**src/fpmc_pkg.sv**
```systemverilog
package fpmc_pkg;

    localparam int NUM_SWITCHES_DEF  = 7;
    localparam int SW_REG_COUNT      = 7;
    localparam int SW_IDX_W          = 4;
    localparam int CTRL_W            = 7;
    localparam int CHAN_W            = 4;
    localparam int CODE_W            = 10;
    localparam int VAL_W             = 16;
    localparam int OP_W              = 2;
    localparam int CFG_IDX_W         = 3;
    localparam int CFG_DATA_W        = SW_REG_COUNT * CTRL_W;
    localparam int FIRST_SWITCH_CODE = 2;
    localparam int PEDAL_AXIS        = 0;

    localparam int PEDAL_BASE  = 264;
    localparam int PEDAL_SPAN  = 3356;
    localparam int CC_MAX_I    = 127;
    localparam logic [CTRL_W-1:0] CC_MAX = CTRL_W'(CC_MAX_I);
    localparam logic [CTRL_W-1:0] CC_OFF = '0;

    localparam int DIFF_W      = VAL_W + 1;
    localparam int SPAN_W      = $clog2(PEDAL_SPAN);
    localparam int SCALE_SHIFT = 24;
    localparam longint SCALE_MULT_L =
        (longint'(CC_MAX_I) * (longint'(1) << SCALE_SHIFT) + longint'(PEDAL_SPAN) - 1)
        / longint'(PEDAL_SPAN);
    localparam int SCALE_MULT_W = $clog2(SCALE_MULT_L + 1);
    localparam int PROD_W       = SPAN_W + SCALE_MULT_W;

    typedef enum logic [OP_W-1:0] {
        OP_KEY  = 2'd0,
        OP_AXIS = 2'd1
    } t_opcode;

    typedef enum logic [CFG_IDX_W-1:0] {
        CFG_MIDI_CHANNEL = 3'd0,
        CFG_PEDAL_CTRL   = 3'd1,
        CFG_SW_CTRLS     = 3'd2,
        CFG_SW_TOGGLE    = 3'd3,
        CFG_SW_ENABLE    = 3'd4
    } t_cfg_idx;

    typedef struct packed {
        logic [CHAN_W-1:0]       midi_channel;
        logic [CTRL_W-1:0]       pedal_ctrl;
        logic [CFG_DATA_W-1:0]   sw_ctrls;
        logic [SW_REG_COUNT-1:0] sw_toggle;
        logic [SW_REG_COUNT-1:0] sw_enable;
    } t_cfg;

    typedef struct packed {
        logic              hit;
        logic [CTRL_W-1:0] controller;
        logic [CTRL_W-1:0] cc_value;
    } t_result;

endpackage

```
**src/fpmc_cfg_regs.sv**
```systemverilog
module fpmc_cfg_regs
    import fpmc_pkg::*;
(
    input  logic                  i_clk,
    input  logic                  i_rst_n,
    input  logic                  i_cfg_valid,
    input  logic [CFG_IDX_W-1:0]  i_cfg_index,
    input  logic [CFG_DATA_W-1:0] i_cfg_data,
    output logic                  o_cfg_ready,
    output t_cfg                  o_cfg
);

    t_cfg r_cfg;

    assign o_cfg_ready = 1'b1;
    assign o_cfg       = r_cfg;

    always_ff @(posedge i_clk) begin
        if (!i_rst_n) begin
            r_cfg <= '0;
        end else if (i_cfg_valid) begin
            case (t_cfg_idx'(i_cfg_index))
                CFG_MIDI_CHANNEL: r_cfg.midi_channel <= i_cfg_data[CHAN_W-1:0];
                CFG_PEDAL_CTRL:   r_cfg.pedal_ctrl   <= i_cfg_data[CTRL_W-1:0];
                CFG_SW_CTRLS:     r_cfg.sw_ctrls     <= i_cfg_data;
                CFG_SW_TOGGLE:    r_cfg.sw_toggle    <= i_cfg_data[SW_REG_COUNT-1:0];
                CFG_SW_ENABLE:    r_cfg.sw_enable    <= i_cfg_data[SW_REG_COUNT-1:0];
                default: begin
                end
            endcase
        end
    end

endmodule

```
**src/fpmc_pedal_scale.sv**
```systemverilog
module fpmc_pedal_scale
    import fpmc_pkg::*;
(
    input  logic signed [VAL_W-1:0] i_value,
    output logic [CTRL_W-1:0]       o_cc_value
);

    logic signed [DIFF_W-1:0]  w_diff;
    logic [PROD_W-1:0]         w_prod;

    assign w_diff = DIFF_W'(i_value) - DIFF_W'(PEDAL_BASE);
    assign w_prod = PROD_W'(w_diff[SPAN_W-1:0]) * PROD_W'(SCALE_MULT_L);

    always_comb begin
        if (w_diff < 0) begin
            o_cc_value = CC_OFF;
        end else if (w_diff >= DIFF_W'(PEDAL_SPAN)) begin
            o_cc_value = CC_MAX;
        end else begin
            o_cc_value = w_prod[SCALE_SHIFT +: CTRL_W];
        end
    end

endmodule

```
**src/fpmc_event_core.sv**
```systemverilog
module fpmc_event_core
    import fpmc_pkg::*;
#(
    parameter int NUM_SWITCHES = NUM_SWITCHES_DEF
) (
    input  logic                    i_clk,
    input  logic                    i_rst_n,
    input  t_cfg                    i_cfg,
    input  logic                    i_fire,
    input  logic [OP_W-1:0]         i_opcode,
    input  logic [CODE_W-1:0]       i_event_code,
    input  logic signed [VAL_W-1:0] i_event_value,
    output t_result                 o_res
);

    logic [SW_REG_COUNT-1:0] r_toggle;
    logic [SW_REG_COUNT-1:0] n_toggle;
    logic signed [VAL_W-1:0] r_last;
    logic signed [VAL_W-1:0] n_last;

    logic                    w_key_range;
    logic [SW_IDX_W-1:0]     w_k;
    logic [2:0]              w_ks;
    logic                    w_sw_on;
    logic                    w_nonzero;
    logic [CTRL_W-1:0]       w_sw_ctrl;
    logic [CTRL_W-1:0]       w_pedal_cc;

    assign w_key_range = (i_event_code >= CODE_W'(FIRST_SWITCH_CODE))
                      && (i_event_code < CODE_W'(FIRST_SWITCH_CODE + NUM_SWITCHES));
    assign w_k       = SW_IDX_W'(i_event_code - CODE_W'(FIRST_SWITCH_CODE));
    assign w_ks      = w_k[2:0];
    assign w_sw_on   = w_key_range && (w_k < SW_IDX_W'(SW_REG_COUNT))
                    && i_cfg.sw_enable[w_ks];
    assign w_nonzero = (i_event_value != '0);
    assign w_sw_ctrl = i_cfg.sw_ctrls[CTRL_W * w_ks +: CTRL_W];

    fpmc_pedal_scale u_scale (
        .i_value    (i_event_value),
        .o_cc_value (w_pedal_cc)
    );

    always_comb begin
        o_res    = '0;
        n_toggle = r_toggle;
        n_last   = r_last;
        case (i_opcode)
            OP_KEY: begin
                if (w_sw_on) begin
                    o_res.controller = w_sw_ctrl;
                    if (i_cfg.sw_toggle[w_ks]) begin
                        if (w_nonzero) begin
                            n_toggle[w_ks] = ~r_toggle[w_ks];
                            o_res.hit      = 1'b1;
                            o_res.cc_value = n_toggle[w_ks] ? CC_MAX : CC_OFF;
                        end
                    end else begin
                        o_res.hit      = 1'b1;
                        o_res.cc_value = w_nonzero ? CC_MAX : CC_OFF;
                    end
                end
            end
            OP_AXIS: begin
                if ((i_event_code == CODE_W'(PEDAL_AXIS)) && (i_cfg.pedal_ctrl != '0)
                        && (i_event_value != r_last)) begin
                    n_last           = i_event_value;
                    o_res.hit        = 1'b1;
                    o_res.controller = i_cfg.pedal_ctrl;
                    o_res.cc_value   = w_pedal_cc;
                end
            end
            default: begin
            end
        endcase
    end

    always_ff @(posedge i_clk) begin
        if (!i_rst_n) begin
            r_toggle <= '0;
            r_last   <= '0;
        end else if (i_fire) begin
            r_toggle <= n_toggle;
            r_last   <= n_last;
        end
    end

endmodule

```
**src/footswitch_pedal_to_midi_cc.sv**
```systemverilog
// Channel   Direction  Handshake              Payload
// request   in         i_in_valid/o_in_stall  i_opcode, i_event_code, i_event_value
// result    out        o_out_valid/i_out_stall o_channel, o_controller, o_cc_value
// config    in         i_cfg_valid/o_cfg_ready i_cfg_index, i_cfg_data
//
// One request per cycle while o_in_stall is low; a request that hits yields a result,
// held first in the input register, then in the result register after one pass of decode logic.
// Synchronous active-low reset clears config, toggle states and last pedal value.
// A stalled result holds the result register; one more request waits in the
// input register before o_in_stall rises. Config writes always complete.
module footswitch_pedal_to_midi_cc
    import fpmc_pkg::*;
#(
    parameter int NUM_SWITCHES = NUM_SWITCHES_DEF
) (
    input  logic                    i_clk,
    input  logic                    i_rst_n,
    input  logic                    i_in_valid,
    output logic                    o_in_stall,
    input  logic [OP_W-1:0]         i_opcode,
    input  logic [CODE_W-1:0]       i_event_code,
    input  logic signed [VAL_W-1:0] i_event_value,
    output logic                    o_out_valid,
    input  logic                    i_out_stall,
    output logic [CHAN_W-1:0]       o_channel,
    output logic [CTRL_W-1:0]       o_controller,
    output logic [CTRL_W-1:0]       o_cc_value,
    input  logic                    i_cfg_valid,
    output logic                    o_cfg_ready,
    input  logic [CFG_IDX_W-1:0]    i_cfg_index,
    input  logic [CFG_DATA_W-1:0]   i_cfg_data
);

    t_cfg                    w_cfg;
    t_result                 w_res;
    logic                    w_adv;
    logic                    w_in_acc;
    logic                    w_out_load;

    logic                    r_in_vld;
    logic [OP_W-1:0]         r_in_op;
    logic [CODE_W-1:0]       r_in_code;
    logic signed [VAL_W-1:0] r_in_val;

    logic                    r_out_vld;
    logic [CHAN_W-1:0]       r_out_chan;
    logic [CTRL_W-1:0]       r_out_ctrl;
    logic [CTRL_W-1:0]       r_out_cc;

    fpmc_cfg_regs u_cfg (
        .i_clk       (i_clk),
        .i_rst_n     (i_rst_n),
        .i_cfg_valid (i_cfg_valid),
        .i_cfg_index (i_cfg_index),
        .i_cfg_data  (i_cfg_data),
        .o_cfg_ready (o_cfg_ready),
        .o_cfg       (w_cfg)
    );

    fpmc_event_core #(
        .NUM_SWITCHES (NUM_SWITCHES)
    ) u_core (
        .i_clk         (i_clk),
        .i_rst_n       (i_rst_n),
        .i_cfg         (w_cfg),
        .i_fire        (w_adv),
        .i_opcode      (r_in_op),
        .i_event_code  (r_in_code),
        .i_event_value (r_in_val),
        .o_res         (w_res)
    );

    assign w_out_load = !r_out_vld || !i_out_stall;
    assign w_adv      = r_in_vld && w_out_load;
    assign o_in_stall = r_in_vld && r_out_vld && i_out_stall;
    assign w_in_acc   = i_in_valid && !o_in_stall;

    always_ff @(posedge i_clk) begin
        if (!i_rst_n) begin
            r_in_vld <= 1'b0;
        end else if (w_in_acc) begin
            r_in_vld <= 1'b1;
        end else if (w_adv) begin
            r_in_vld <= 1'b0;
        end
    end

    always_ff @(posedge i_clk) begin
        if (w_in_acc) begin
            r_in_op   <= i_opcode;
            r_in_code <= i_event_code;
            r_in_val  <= i_event_value;
        end
    end

    always_ff @(posedge i_clk) begin
        if (!i_rst_n) begin
            r_out_vld <= 1'b0;
        end else if (w_out_load) begin
            r_out_vld <= w_adv && w_res.hit;
        end
    end

    always_ff @(posedge i_clk) begin
        if (w_out_load) begin
            r_out_chan <= w_cfg.midi_channel;
            r_out_ctrl <= w_res.controller;
            r_out_cc   <= w_res.cc_value;
        end
    end

    assign o_out_valid  = r_out_vld;
    assign o_channel    = r_out_chan;
    assign o_controller = r_out_ctrl;
    assign o_cc_value   = r_out_cc;

    a_stall_needs_full: assert property (@(posedge i_clk) disable iff (!i_rst_n)
        o_in_stall |-> (r_in_vld && r_out_vld))
        else $error("request stalled without a held result");

    a_reset_clears: assert property (@(posedge i_clk)
        !i_rst_n |=> (!o_out_valid && !r_in_vld))
        else $error("valid survived reset");

    a_result_has_source: assert property (@(posedge i_clk) disable iff (!i_rst_n)
        $rose(o_out_valid) |-> $past(r_in_vld))
        else $error("result without a request");

    a_pedal_ctrl: assert property (@(posedge i_clk) disable iff (!i_rst_n)
        (o_out_valid && o_cc_value != CC_OFF && o_cc_value != CC_MAX)
            |-> (o_controller == w_cfg.pedal_ctrl))
        else $error("scaled value on a non-pedal controller");

endmodule
```
**config.mk**
```make
export PLATFORM = sky130hd
export DESIGN_NAME = footswitch_pedal_to_midi_cc
export DESIGN_NICKNAME = d
export VERILOG_FILES = /design/src/fpmc_pkg.sv /design/src/fpmc_cfg_regs.sv /design/src/fpmc_pedal_scale.sv /design/src/fpmc_event_core.sv /design/src/footswitch_pedal_to_midi_cc.sv
export SDC_FILE = /design/constraint.sdc
export NUM_CORES = 1
export LEC_CHECK = 0
export ABC_AREA = 1
export BUFFER_PORTS_ARGS = -buffer_cell sky130_fd_sc_hd__buf_2
export CAP_MARGIN = 20
export CORE_AREA = 4 4 127 221
export CTS_BUF_LIST = sky130_fd_sc_hd__clkbuf_2 sky130_fd_sc_hd__clkbuf_4 sky130_fd_sc_hd__clkbuf_8
export CTS_CLUSTER_DIAMETER = 30
export DETAILED_ROUTE_END_ITERATION = 10
export DIE_AREA = 0 0 131 225
export GPL_ROUTABILITY_DRIVEN = 0
export SETUP_SLACK_MARGIN = 0.1
export SYNTH_ARGS = -nofsm -noshare
export SYNTH_HDL_FRONTEND = slang
export SYNTH_SLANG_ARGS = --single-unit
```
**constraint.sdc**
```tcl
create_clock -name i_clk -period 12.1 [get_ports i_clk]
set_input_delay 0.605 -clock i_clk [delete_from_list [all_inputs] [get_ports i_clk]]
set_output_delay 0.605 -clock i_clk [all_outputs]
set_load 0.005 [all_outputs]
```
==> out/qor.csv <==
metric;value;unit
GRT Total Usage;0.205;
Max Cap Viol;0;
die width;131;um
VDD IR max;0.000119;V
PostCTS Resize Cnt;0;
Min-Delay Startpoint;i_event_value[4];
final hold vios;0;
design area;0.0116;sq mm
crit path time final;5.82;ns
largest net degree at the start of global routing;98;
Ys Warns;0;
Post-CTS Hold Buffers;0;
WP buf/inv;8;
CTS buffer count;17;
CP max FO;13;
crit start category;flop;
skew final;0.0139;ns
kind of cell adding the most delay to the critical path;adder cells;
Final WS setup;6.28;ns
Tcrit/Tclk final;0.481;
TritonCTS clock tree;built;
Initial Util;0.394;
Logic pwr share;0.505;
synthesized area;0.0104;sq mm
most frequent cells in the layout;nand2_1 (223), inv_1 (214), nor2_1 (200), ha_1 (111), buf_2 (104);
first-pass GRT wire length;46500;um
vias per inst;5.02;
final core utilization;0.440;
Final Max Slew Viols;0;
Worst-Skew Late Latency;0.46;ns
Hold Slack;0.317;ns
fin nets;1679;
Final HPWL DP;23400;um
crit path max-delay cell type;edfxtp_1;
DRC Markers;0;
CTS root buf;clkbuf_8;
Least-Margin Pin Slew;1.01;ns
initial antenna violation count;0;
routed length per instance;16.3;um
Int Power;1.12;mW
Sw Ratio;0.423;
initial DRC count;430;
floorplan core area;0.0264;sq mm
setup violators final;0;
Synth Flop Type;dfxtp_1;
Fin Setup TNS;0;ns
CP endpoint kind;flop;
LEAKAGE;5.91;nW
Worst path max stage delay;0.53;ns
Clock Power Share;0.224;
worst setup path class;flop to flop;
Slew Limit Headroom;0.325;
most common cell after layout, fill and taps aside;nand2_1;
Synth Instances;1350;
EDFF count, synth;46;
Critical Path RT;12.31;ns
Worst Setup SP;r_in_val[3];
sw power;0.825;mW
Hold Crit Class;input pin to flop;
reg-to-reg startpoint;r_in_val[3];
ANT nets after route;0;
non-filler cells, final;1777;
sequential area share after synthesis;0.324;
dpl ws;6.29;ns
Achievable Freq;172;MHz
asr flop ratio synth;0;
Die Height;225;um
Clock Sinks;145;
total gr overflow;0;
WL final;29000;um
post-synth net total;1589;
Worst Path Arrival;6.03;ns
placed inst area;0.0112;sq mm
Setup Buffers After CTS;0;
drt first pass iters;5;
I/O Pins;106;
sequential group share of total power;0.271;
pwr/cell area;168;mW/mm^2
ratio of cells with drive above 1 in the final layout;0.121;
vias post-DR;8916;
CTS H-tree depth;4;
number of global-route vias before repair;9378;
Yosys cell types;50;
Avg Inst Size Synth;7.70;sq um
row cnt;79;
RSZ-0062 raised after global routing;false;
Yosys reg bits;145;
Power Total;1.95;mW
outcome;completed;
Clock Path Buffers;2;
Clk pin slew, worst setup/hold paths;0.08;ns
Port Buffers;104;
Inserted Diodes;0;
Layout area overhead;11.9;%
critical path's most frequent cell;nand2_1;
placed cell count;1745;
die area;0.0295;sq mm
[final cells by class]
type	count	area, sq um
Sequential cell	145	3360
Clock buffer	18	241
Timing Repair Buffer	110	566
Tap cell	324	405
Multi-Input combinational cell	940	5990
Clock inverter	14	211
Fill cell	2688	14800
Inverter	226	848
[registers in the layout, summed over array words and instances, names as in the netlist]
signal / flops
o_out_valid: 1
r_in_vld: 1
u_core.r_toggle: 7
r_in_val: 16
r_in_op: 2
u_cfg.o_cfg: 74
r_in_code: 10
u_core.r_last: 16
o_cc_value: 7
o_channel: 4
o_controller: 7
[kinds of logic after synthesis]
family | Yosys count | synth area share
other cells | 1 | 0.000361
xor+xnor | 20 | 0.0169
fa+ha+maj | 154 | 0.217
buf+inv | 265 | 0.100
compound gates | 228 | 0.123
simple gates | 537 | 0.219
flops | 145 | 0.324
[final timing paths]
kind / to / slack (ns) / cells past startpoint
setup / recovery: o_cc_value[4] / 6.28 / 29
hold / removal: r_in_val[4] / 0.32 / 1
setup reg to reg: o_cc_value[4] / 6.28 / 29
hold reg to reg: o_channel[1] / 0.44 / 0
[synth_stat cells (all sizes together) (4+ instances only)]
master	number	area, sq um
a21boi	5	37.5
a21o	4	30.0
a21oi	60	315
a2bb2oi	4	35.0
a32o	4	40.0
and3	4	25.0
buf	15	105
clkbuf	24	90.1
dfxtp	99	1980
edfxtp	46	1380
fa	43	861
ha	111	1390
inv	226	848
nand2	231	892
nand3	59	310
nand3b	7	52.6
nand4	9	56.3
nor2	204	791
nor3	13	80.1
o21ai	126	631
o221ai	5	43.8
o22ai	4	25.0
or2	5	31.3
xnor2	13	114
xor2	7	61.3
[power groups by stage]
stage          combinational, mW  clock [mW]  sequential (mW)
2_1_floorplan              0.709           0            0.534
3_3_place_gp               0.984           0            0.539
5_1_grt                     1.14       0.468            0.530
6_report                   0.984       0.436            0.528
4_1_cts                    0.995       0.446            0.528
3_5_place_dp               0.985           0            0.539
[per-layer routing]
| metal | vias to the layer above | routed length, um | global-route usage |
|---|---|---|---|
| met5 | - | 0 | 0 |
| met4 | 0 | 1950 | 0.131 |
| met3 | 70 | 975 | 0.0273 |
| met2 | 188 | 16000 | 0.387 |
| met1 | 4132 | 10100 | 0.201 |
| li1 | 4526 | - | - |
(Power assumes the default switching activity.)
